File: src/hw/rtl/tdv_pkg.sv
// ---------------------------------------------------------------------------
// tdv_pkg
// Shared types and codes for the type descriptor validator.
// ---------------------------------------------------------------------------
`timescale 1ns / 1ps
`default_nettype none

package tdv_pkg;

  // descriptor characters
  localparam logic [7:0] CH_LPAREN = 8'h28;  // (
  localparam logic [7:0] CH_RPAREN = 8'h29;  // )
  localparam logic [7:0] CH_LBRACK = 8'h5B;  // [
  localparam logic [7:0] CH_SEMI   = 8'h3B;  // ;
  localparam logic [7:0] CH_CLASS  = 8'h4C;  // L
  localparam logic [7:0] CH_VOID   = 8'h56;  // V
  localparam logic [7:0] CH_BOOL   = 8'h5A;  // Z
  localparam logic [7:0] CH_BYTE   = 8'h42;  // B
  localparam logic [7:0] CH_CHAR   = 8'h43;  // C
  localparam logic [7:0] CH_DOUBLE = 8'h44;  // D
  localparam logic [7:0] CH_FLOAT  = 8'h46;  // F
  localparam logic [7:0] CH_INT    = 8'h49;  // I
  localparam logic [7:0] CH_LONG   = 8'h4A;  // J
  localparam logic [7:0] CH_SHORT  = 8'h53;  // S

  // parse phase
  localparam logic [1:0] PH_START = 2'd0;
  localparam logic [1:0] PH_TYPE  = 2'd1;
  localparam logic [1:0] PH_NAME  = 2'd2;
  localparam logic [1:0] PH_DONE  = 2'd3;

  // error codes
  localparam logic [2:0] ERR_NONE      = 3'd0;
  localparam logic [2:0] ERR_UNKNOWN   = 3'd1;
  localparam logic [2:0] ERR_VOID      = 3'd2;
  localparam logic [2:0] ERR_CLASSNAME = 3'd3;
  localparam logic [2:0] ERR_NORETURN  = 3'd4;
  localparam logic [2:0] ERR_TRAILING  = 3'd5;

  typedef struct packed {
    logic [7:0] desc_byte;
    logic       last_byte;
  } item_t;

  typedef struct packed {
    logic       valid_res;
    logic [2:0] error_code;
  } result_t;

  typedef struct packed {
    logic [1:0] phase;
    logic       method_form;
    logic       after_close_paren;
    logic       array_pending;
    logic       name_nonempty;
    logic [2:0] first_error;
  } parse_state_t;

  localparam parse_state_t STATE_CLEAR = '{
    phase:             PH_START,
    method_form:       1'b0,
    after_close_paren: 1'b0,
    array_pending:     1'b0,
    name_nonempty:     1'b0,
    first_error:       ERR_NONE
  };

endpackage

`default_nettype wire

File: src/hw/rtl/tdv_step.sv
// ---------------------------------------------------------------------------
// tdv_step
// Next-state and result logic for one descriptor character.
// ---------------------------------------------------------------------------
`timescale 1ns / 1ps
`default_nettype none

module tdv_step (
  input  wire tdv_pkg::parse_state_t st,
  input  wire tdv_pkg::item_t        item,
  output tdv_pkg::parse_state_t      st_next,
  output tdv_pkg::result_t           result
);

  tdv_pkg::parse_state_t upd;
  logic                  mf;
  logic [2:0]            err;
  logic [2:0]            end_err;

  always_comb begin
    upd = st;
    mf  = st.method_form;

    if (st.first_error == tdv_pkg::ERR_NONE) begin
      unique case (st.phase)
        tdv_pkg::PH_START, tdv_pkg::PH_TYPE: begin
          if (st.phase == tdv_pkg::PH_START && item.desc_byte == tdv_pkg::CH_LPAREN) begin
            upd.method_form       = 1'b1;
            upd.after_close_paren = 1'b0;
            upd.phase             = tdv_pkg::PH_TYPE;
          end else begin
            // anything but '(' as first char means field form
            if (st.phase == tdv_pkg::PH_START) begin
              mf              = 1'b0;
              upd.method_form = 1'b0;
            end
            case (item.desc_byte)
              tdv_pkg::CH_BOOL, tdv_pkg::CH_BYTE, tdv_pkg::CH_CHAR,
              tdv_pkg::CH_DOUBLE, tdv_pkg::CH_FLOAT, tdv_pkg::CH_INT,
              tdv_pkg::CH_LONG, tdv_pkg::CH_SHORT: begin
                upd.array_pending = 1'b0;
                upd.phase = (mf && !st.after_close_paren) ? tdv_pkg::PH_TYPE
                                                          : tdv_pkg::PH_DONE;
              end
              tdv_pkg::CH_LBRACK: begin
                upd.array_pending = 1'b1;
                upd.phase         = tdv_pkg::PH_TYPE;
              end
              tdv_pkg::CH_CLASS: begin
                upd.name_nonempty = 1'b0;
                upd.phase         = tdv_pkg::PH_NAME;
              end
              tdv_pkg::CH_VOID: begin
                // void only as return type, never as array element
                if (mf && st.after_close_paren && !st.array_pending) begin
                  upd.array_pending = 1'b0;
                  upd.phase         = tdv_pkg::PH_DONE;
                end else begin
                  upd.first_error = tdv_pkg::ERR_VOID;
                end
              end
              tdv_pkg::CH_RPAREN: begin
                if (mf && !st.after_close_paren && !st.array_pending) begin
                  upd.after_close_paren = 1'b1;
                  upd.phase             = tdv_pkg::PH_TYPE;
                end else begin
                  upd.first_error = tdv_pkg::ERR_UNKNOWN;
                end
              end
              default: upd.first_error = tdv_pkg::ERR_UNKNOWN;
            endcase
          end
        end
        tdv_pkg::PH_NAME: begin
          if (item.desc_byte == tdv_pkg::CH_SEMI) begin
            if (st.name_nonempty) begin
              upd.array_pending = 1'b0;
              upd.phase = (st.method_form && !st.after_close_paren) ? tdv_pkg::PH_TYPE
                                                                    : tdv_pkg::PH_DONE;
            end else begin
              upd.first_error = tdv_pkg::ERR_CLASSNAME;
            end
          end else begin
            upd.name_nonempty = 1'b1;
          end
        end
        tdv_pkg::PH_DONE: upd.first_error = tdv_pkg::ERR_TRAILING;
        default:          upd.first_error = tdv_pkg::ERR_TRAILING;
      endcase
    end

    // end-of-descriptor check
    priority if (upd.phase == tdv_pkg::PH_DONE) begin
      end_err = tdv_pkg::ERR_NONE;
    end else if (upd.phase == tdv_pkg::PH_NAME) begin
      end_err = tdv_pkg::ERR_CLASSNAME;
    end else if (upd.method_form) begin
      end_err = tdv_pkg::ERR_NORETURN;
    end else begin
      end_err = tdv_pkg::ERR_UNKNOWN;
    end

    err = (upd.first_error != tdv_pkg::ERR_NONE) ? upd.first_error : end_err;

    result.valid_res  = (err == tdv_pkg::ERR_NONE);
    result.error_code = err;

    st_next = item.last_byte ? tdv_pkg::STATE_CLEAR : upd;
  end

endmodule

`default_nettype wire

File: src/hw/rtl/type_descriptor_validator_top.sv
// ---------------------------------------------------------------------------
// type_descriptor_validator_top
// Streaming checker for field and method type descriptors, one char a word.
// ---------------------------------------------------------------------------
//   channel  dir  handshake                    payload
//   item     in   item_valid / item_ready      tdv_pkg::item_t   (char, last flag)
//   result   out  result_valid / result_ready  tdv_pkg::result_t (ok flag, error code)
//
//   one word per cycle unless a last word stalls; each word passes through the input register
//   the verdict is registered from the input register when its last word leaves it
//   a result is produced only for a word that carries the last flag
// while a verdict waits, a last word stalls in the input register; others pass
// reset clears the parse state and both valid flags, no clearing pass
// ---------------------------------------------------------------------------
`timescale 1ns / 1ps
`default_nettype none

module type_descriptor_validator_top (
  input  wire                    clk,
  input  wire                    rst,
  input  wire                    item_valid,
  output logic                   item_ready,
  input  wire tdv_pkg::item_t    item,
  output logic                   result_valid,
  input  wire                    result_ready,
  output tdv_pkg::result_t       result
);

  tdv_pkg::item_t        in_q;
  logic                  in_valid;
  tdv_pkg::parse_state_t st;
  tdv_pkg::parse_state_t st_next;
  tdv_pkg::result_t      step_res;
  logic                  go;

  // a non-last word never needs the result slot
  assign go = in_valid && (!in_q.last_byte || !result_valid || result_ready);
  assign item_ready = !in_valid || go;

  tdv_step u_step (
    .st      (st),
    .item    (in_q),
    .st_next (st_next),
    .result  (step_res)
  );

  always_ff @(posedge clk) begin
    if (rst) begin
      in_valid <= 1'b0;
    end else if (item_ready) begin
      in_valid <= item_valid;
    end
  end

  always_ff @(posedge clk) begin
    if (item_ready && item_valid) begin
      in_q <= item;
    end
  end

  always_ff @(posedge clk) begin
    if (rst) begin
      st <= tdv_pkg::STATE_CLEAR;
    end else if (go) begin
      st <= st_next;
    end
  end

  always_ff @(posedge clk) begin
    if (rst) begin
      result_valid <= 1'b0;
    end else if (go && in_q.last_byte) begin
      result_valid <= 1'b1;
    end else if (result_ready) begin
      result_valid <= 1'b0;
    end
  end

  always_ff @(posedge clk) begin
    if (go && in_q.last_byte) begin
      result <= step_res;
    end
  end

  // ok flag agrees with the error code
  a_ok_matches_code: assert property (@(posedge clk) disable iff (rst)
    result_valid |-> (result.valid_res == (result.error_code == tdv_pkg::ERR_NONE)))
    else $error("ok flag disagrees with error code");

  a_code_range: assert property (@(posedge clk) disable iff (rst)
    result_valid |-> (result.error_code <= tdv_pkg::ERR_TRAILING))
    else $error("error code out of range");

  // last word returns the parser to its start state
  a_clear_on_last: assert property (@(posedge clk) disable iff (rst)
    (go && in_q.last_byte) |=>
      (st.phase == tdv_pkg::PH_START && st.first_error == tdv_pkg::ERR_NONE))
    else $error("parse state not cleared after last word");

  a_state_holds: assert property (@(posedge clk) disable iff (rst)
    !go |=> $stable(st))
    else $error("parse state moved without a word");

  // a latched error survives until the last word
  a_error_sticky: assert property (@(posedge clk) disable iff (rst)
    (go && !in_q.last_byte && st.first_error != tdv_pkg::ERR_NONE) |=>
      (st.first_error == $past(st.first_error)))
    else $error("latched error changed");

endmodule

`default_nettype wire

File: config.mk
export PLATFORM = sky130hd
export DESIGN_NAME = type_descriptor_validator_top
export DESIGN_NICKNAME = d
export VERILOG_FILES = /design/src/hw/rtl/tdv_pkg.sv /design/src/hw/rtl/tdv_step.sv /design/src/hw/rtl/type_descriptor_validator_top.sv
export SDC_FILE = /design/constraint.sdc
export NUM_CORES = 1
export LEC_CHECK = 0
export BUFFER_PORTS_ARGS = -buffer_cell sky130_fd_sc_hd__clkbuf_2
export CAP_MARGIN = 40
export CELL_PAD_IN_SITES_DETAIL_PLACEMENT = 1
export CELL_PAD_IN_SITES_GLOBAL_PLACEMENT = 1
export CORE_MARGIN = 10
export CORE_UTILIZATION = 46
export CTS_CLUSTER_DIAMETER = 60
export DETAILED_ROUTE_END_ITERATION = 12
export PLACE_DENSITY_LB_ADDON = 0.1
export SLEW_MARGIN = 0
export SYNTH_ARGS = -nofsm -noshare
export SYNTH_HDL_FRONTEND = slang
export SYNTH_SLANG_ARGS = --single-unit
File: constraint.sdc
create_clock -name clk -period 6.05 [get_ports clk]
set_clock_uncertainty 0.2 [all_clocks]
set_input_delay 1.21 -clock clk [delete_from_list [all_inputs] [get_ports clk]]
set_output_delay 1.21 -clock clk [all_outputs]
set_load 0.005 [all_outputs]
==> results by group, run 1 <==
Outcome
  – Status: completed

Clock network
  – TritonCTS clock tree: built
  – Clk_lat worst skew: 0.32 ns
  – CTS clk-pin slew, worst paths: 0.14 ns
  – Clk sinks: 24
  – H-tree levels: 1
  – CTS Root Cell: clkbuf_4
  – Clk buf depth: 2
  – Hold_buf cts: 0
  – CTS resizes: 0
  – Post CTS Setup Buffer Count: 0
  – CTS Buf Count: 3

Yosys
  – Most frequent cell after synthesis: nor2_1
  – EDFF count, synth: 13
  – Area leader, netlist: edfxtp_1
  – Main flop type after synthesis: edfxtp_1
  – Cell area after synthesis: 0.00148 mm²
  – Sequential share of the synthesized area: 41.2%
  – Yosys warnings: 0
  – Post-Syn Instances: 169
  – Avg Cell Area, Syn: 8.77 µm²
  – #FFs+latches synth: 24
  – Post-synth ARST share: 0%
  – Synth top area cells: edfxtp_1 26%, dfxtp_1 15%, nor2_1 5.3%, nand2_1 4.1%, a21oi_1 3.4%
  – Synth Net Count: 182
  – Unique masters post-synth: 52
  – Yosys top cell area share: 26.3%
  – Most instantiated cells after synthesis: 21 x nor2_1, 16 x nand2_1, 13 x edfxtp_1, 11 x dfxtp_1, 10 x a21oi_1

Setup path
  – Worst Setup End Kind: output pin
  – Largest fanout on the critical path: 4
  – Startpoint of the worst-slack reg-to-reg timing path: in_q[3]$_DFFE_PP_
  – Startpoint types: input pin
  – Reg2reg path depth: 6
  – CP arrival: 1.78 ns
  – Flop2flop setup slack: 3.14 ns
  – CP required: 4.64 ns
  – Setup CP Type: in -> out
  – Reg2reg end: result[0]$_DFFE_PP_

STA
  – Least-Margin Pin Slew: 0.688 ns
  – Setup tns final: 0 ns
  – Final hold viol count: 0
  – Final setup margin: 2.86 ns
  – Post-route minimum period: 3.19 ns
  – Ratio of final minimum period to clock period: 52.7%
  – Final setup fails: 0
  – Fmax: 313 MHz
  – RSZ-0062 raised after global routing: false
  – Hold_ws: 0.297 ns
  – Max-slew violations: 0
  – Max-Slew Margin vs Limit: 53.8%

Route
  – Vias: 1456
  – Drt pass-1 iters: 4
  – Via density: 6.41
  – Routed wire length: 4060 µm
  – Antenna viol nets, final: 0
  – Routed WL per cell: 17.9 µm
  – Drt first-iter violations: 160
  – Post-route DRC: 0

Cells and area
  – Ant. Diodes: 0
  – Share of post-route cells with drive strength above 1: 15.3%
  – Layout area overhead: 9.54%
  – Layout filler cell count: 377
  – Design area: 0.00162 mm²
  – Number of nets in the layout: 197

Global route
  – Global-route wire length before repair: 6930 µm
  – Pin count of the biggest net entering global routing: 15
  – GRT Residual Overflow: 0
  – Total global-route track usage: 13.8%
  – Initial antenna violation count: 0
  – Number of global-route vias before repair: 1485

Power and ir drop
  – Switch Pwr: 0.0793 mW
  – P_int: 0.219 mW
  – Flop pwr share: 62.7%
  – Max rail drop VDD: 110 µV
  – Switching share of power: 26.6%
  – Comb power frac: 12.4%
  – Clock group share of total power: 24.9%
  – Leakage Power: 0.583 nW
  – Power Density: 184 mW/mm²

Hold path
  – Hold Crit Class: reg -> reg
  – Hold path start: st[5]$_SDFFE_PP0P_
  – Hold path depth: 2
  – Hold worst-path end: st[5]$_SDFFE_PP0P_

Placed design
  – Placed inst area: 0.00160 mm²
  – GPL Wtd Cong: 0.886
  – Setup WS pre-CTS: 2.86 ns
  – Detailed placement HPWL: 3140 µm
  – IO Port Bufs: 18

Die
  – Core area: 0.00308 mm²
  – Initial core utilization: 48.2%
  – # rows: 20
  – Die footprint: 0.00589 mm²
  – Ports: 19
  – Chip Height: 76.8 µm
  – Die Span X: 76.8 µm

Job
  – Max Cap Viol: 0
cells by family (layout without fill, tap and decap cells):
logic type | after synthesis | count (layout) | synth area share [%]
flops | 24 | 24 | 41.2
mux | 1 | 1 | 0.759
simple gates | 78 | 78 | 29.0
buf+inv | 13 | 27 | 3.54
compound gates | 53 | 53 | 25.5
layout make-up:
type | count | area [µm²] | area share (%)
repair buffers | 19 | 97.6 | 6.01
multi-input cells | 132 | 820 | 50.5
inverters | 4 | 15.0 | 0.924
well taps | 44 | 55.1 | 3.39
flip-flops and latches | 24 | 611 | 37.6
clock buffers | 4 | 26.3 | 1.62
routing by layer:
metal	GRT usage, %	part of all wire, %	wire length, µm
met1	17.7	46	1870
met2	22.7	47	1910
met3	3.15	6.1	247
met4	3.53	0.71	29
met5	0	0	0
layout by cell type, fill, tap and decap left out, drive strengths merged, types with 2 or more instances in the layout:
cell,netlist,layout
o21ai,10,10
a31o,2,2
inv,4,4
dfxtp,11,11
nand2b,2,2
nor2,21,21
and3,2,2
a21oi,10,10
or3,3,3
a41o,2,2
a31oi,4,4
and2,2,2
o211ai,3,3
nor4bb,2,2
nand2,16,16
o21a,3,3
nor2b,2,2
o221ai,2,2
clkbuf,5,22
a211oi,2,2
nor4b,3,3
nand3,6,6
a22oi,2,2
o2111ai,2,2
nor3,7,7
nand4,3,3
edfxtp,13,13
sequential cells by signal, summed over array words and instances, names as in the netlist:
register      cells
result_valid      1
in_q              9
in_valid          1
result            4
st                9
critical path, cell delays in order:
cell and delay, ns:
clkbuf_2 0.08, nor2b_1 0.21, nand3_1 0.14, clkbuf_2 0.14
per-stage QoR:
step / util (%) / cells / power, mW
after global routing: 52.8 / 227 / 0.317
after CTS: 52.8 / 227 / 0.299
after detailed placement: 51.9 / 223 / 0.227
final: 52.8 / 227 / 0.298
after floorplan: - / 169 / 0.214
after global placement: 51.7 / 222 / 0.225
worst max-delay path by stage:
| stage | slack [ns] | to | cells after the start | from |
|---|---|---|---|---|
| CTS | 2.85 | item_ready | 4 | result_ready |
| global placement | 2.89 | item_ready | 4 | result_ready |
| detailed placement | 2.86 | item_ready | 4 | result_ready |
| floorplan | 3.12 | item_ready | 2 | result_ready |
| global route | 2.77 | item_ready | 4 | result_ready |
| finish | 2.86 | item_ready | 4 | result_ready |
power by group through the flow:
stage	clock, mW	sequential (mW)	combinational, mW
floorplan	0	0.185	0.0298
global placement	0	0.190	0.0347
detailed placement	0	0.190	0.0367
CTS	0.0756	0.187	0.0370
global route	0.0871	0.188	0.0417
finish	0.0741	0.187	0.0370
No activity file was read; power rests on OpenSTA's default activity.
==> run 2, diff against run 1 <==
- CORE_UTILIZATION: 46 -> 39
- clock period: 6.05 -> 2.9 ns (I/O delays scaled with it)
==> results by group, run 2 (same netlist as run 1, synthesis figures left out) <==
Clock network
  – TritonCTS clock tree: built
  – Clk sinks: 24
  – H-tree levels: 1
  – CTS Root Cell: clkbuf_8
  – CTS Buf Count: 3
  – Clk buf depth: 2
  – Clk_lat worst skew: 0.28 ns
  – CTS clk-pin slew, worst paths: 0.09 ns
  – Hold_buf cts: 0

STA
  – RSZ-0062 raised after global routing: false
  – Final setup margin: 0.175 ns
  – Least-Margin Pin Slew: 0.632 ns
  – Final setup fails: 0
  – Fmax: 367 MHz
  – Max-slew violations: 0
  – Final hold viol count: 0
  – Setup tns final: 0 ns
  – Max-Slew Margin vs Limit: 57.5%
  – Post-route minimum period: 2.73 ns
  – Ratio of final minimum period to clock period: 94.0%

Placed design
  – Setup WS pre-CTS: 0.145 ns
  – Placed inst area: 0.00163 mm²
  – IO Port Bufs: 18
  – GPL Wtd Cong: 0.883
  – Detailed placement HPWL: 3180 µm

Job
  – Max Cap Viol: 0

Global route
  – Initial antenna violation count: 0
  – Total global-route track usage: 13.0%
  – Pin count of the biggest net entering global routing: 14
  – Number of global-route vias before repair: 1406
  – Global-route wire length before repair: 6820 µm
  – GRT Residual Overflow: 0

Die
  – Die footprint: 0.00667 mm²
  – Chip Height: 81.7 µm
  – # rows: 22
  – Core area: 0.00366 mm²
  – Die Span X: 81.7 µm
  – Initial core utilization: 40.5%
  – Ports: 19

Setup path
  – CP arrival: 2.60 ns
  – CP max stage cell: edfxtp_1
  – Largest fanout on the critical path: 13
  – CP required: 2.78 ns
  – Worst Setup End Kind: register
  – Worst path cell trace: nor4b_1 > nand3_1 > nand2_1 > o221ai_1 > a31o_2 > o41ai_1
  – Setup CP Type: reg -> reg
  – Max incr delay on CP: 0.56 ns
  – Startpoint types: register

Cells and area
  – Share of post-route cells with drive strength above 1: 18.6%
  – Design area: 0.00170 mm²
  – Area of the multi-input gates: 826 µm²
  – FF/Latch Area: 611 µm²
  – Final Util: 46.5%
  – Layout filler cell count: 437
  – Most frequent cells in the layout: 21 x nor2_1, 18 x clkbuf_2, 16 x nand2_1
  – Layout area overhead: 14.8%
  – Most common cell after layout, fill and taps aside: nor2_1
  – Biggest regs: in_q x9, st x9, result x4
  – Ant. Diodes: 0
  – Number of nets in the layout: 202

Power and ir drop
  – Power Density: 416 mW/mm²
  – Leakage Power: 0.622 nW
  – Power Total: 0.707 mW
  – Max rail drop VDD: 300 µV

Route
  – Via density: 6.00
  – Routed WL per cell: 17.7 µm
  – Drt pass-1 iters: 4
  – Antenna viol nets, final: 0
  – Vias: 1417
  – Post-route DRC: 0
  – Drt first-iter violations: 133
  – Routed wire length: 4180 µm

Outcome
  – Status: completed

Hold path
  – Hold Crit Class: in -> reg
-- run 2: cell count changes in the layout (fill, tap and decap cells not counted), sizes merged --
cell | previous run | this run
buf | 1 | 6
-- run 2: path summary, 6_finish.rpt --
| check | from | endpoint | slack (ns) | depth (start not counted) |
|---|---|---|---|---|
| worst max-delay path | in_q[1]$_DFFE_PP_ | result[1]$_DFFE_PP_ | 0.17 | 6 |
| worst min-delay path | item[0] | in_q[0]$_DFFE_PP_ | 0.27 | 1 |
| worst max register to register | in_q[1]$_DFFE_PP_ | result[1]$_DFFE_PP_ | 0.17 | 6 |
| worst min register to register | st[5]$_SDFFE_PP0P_ | st[5]$_SDFFE_PP0P_ | 0.30 | 2 |
-- run 2: timing repair --
action	4_1_cts	5_1_grt
endpoints found under the setup margin	0	3
buffers inserted	0	2
gates resized for setup	0	1
-- run 2: cell type report --
| class | count | share of cell area, % |
|---|---|---|
| inverters | 4 | 0.882 |
| flip-flops and latches | 24 | 35.9 |
| clock buffers | 4 | 3.24 |
| multi-input cells | 132 | 48.5 |
| well taps | 48 | 3.53 |
| repair buffers | 24 | 7.94 |
-- run 2: stage by stage --
step                hold WS (ns)  cells
floorplan                  0.249    169
global placement           0.265    230
detailed placement         0.299    230
CTS                        0.261    234
global route               0.264    236
finish                     0.269    236
-- run 2: worst max-delay path, delay by kind of cell, from the launching register on --
family	cells	cell delay (ns)
AO/OA/AOI/OAI	3	0.82
flip-flops	1	0.56
AND/OR/NAND/NOR	3	0.94
-- run 2: where the power goes --
part | switching (mW) | internal, mW | total, mW
sequential | 0.0176 | 0.370 | 0.387
combinational | 0.0476 | 0.0358 | 0.0835
clock | 0.115 | 0.122 | 0.236
-- run 2: per-layer routing --
layer  routed length, µm  GRT usage [%]  vias to the layer above  part of all wire [%]
met5                   0              0                        -                     0
met4                  53           4.59                        0                   1.3
met3                 161           3.17                        5                   3.9
met2                1990           21.3                       19                    48
met1                1970           16.3                      694                    47
li1                    -              -                      699                     -
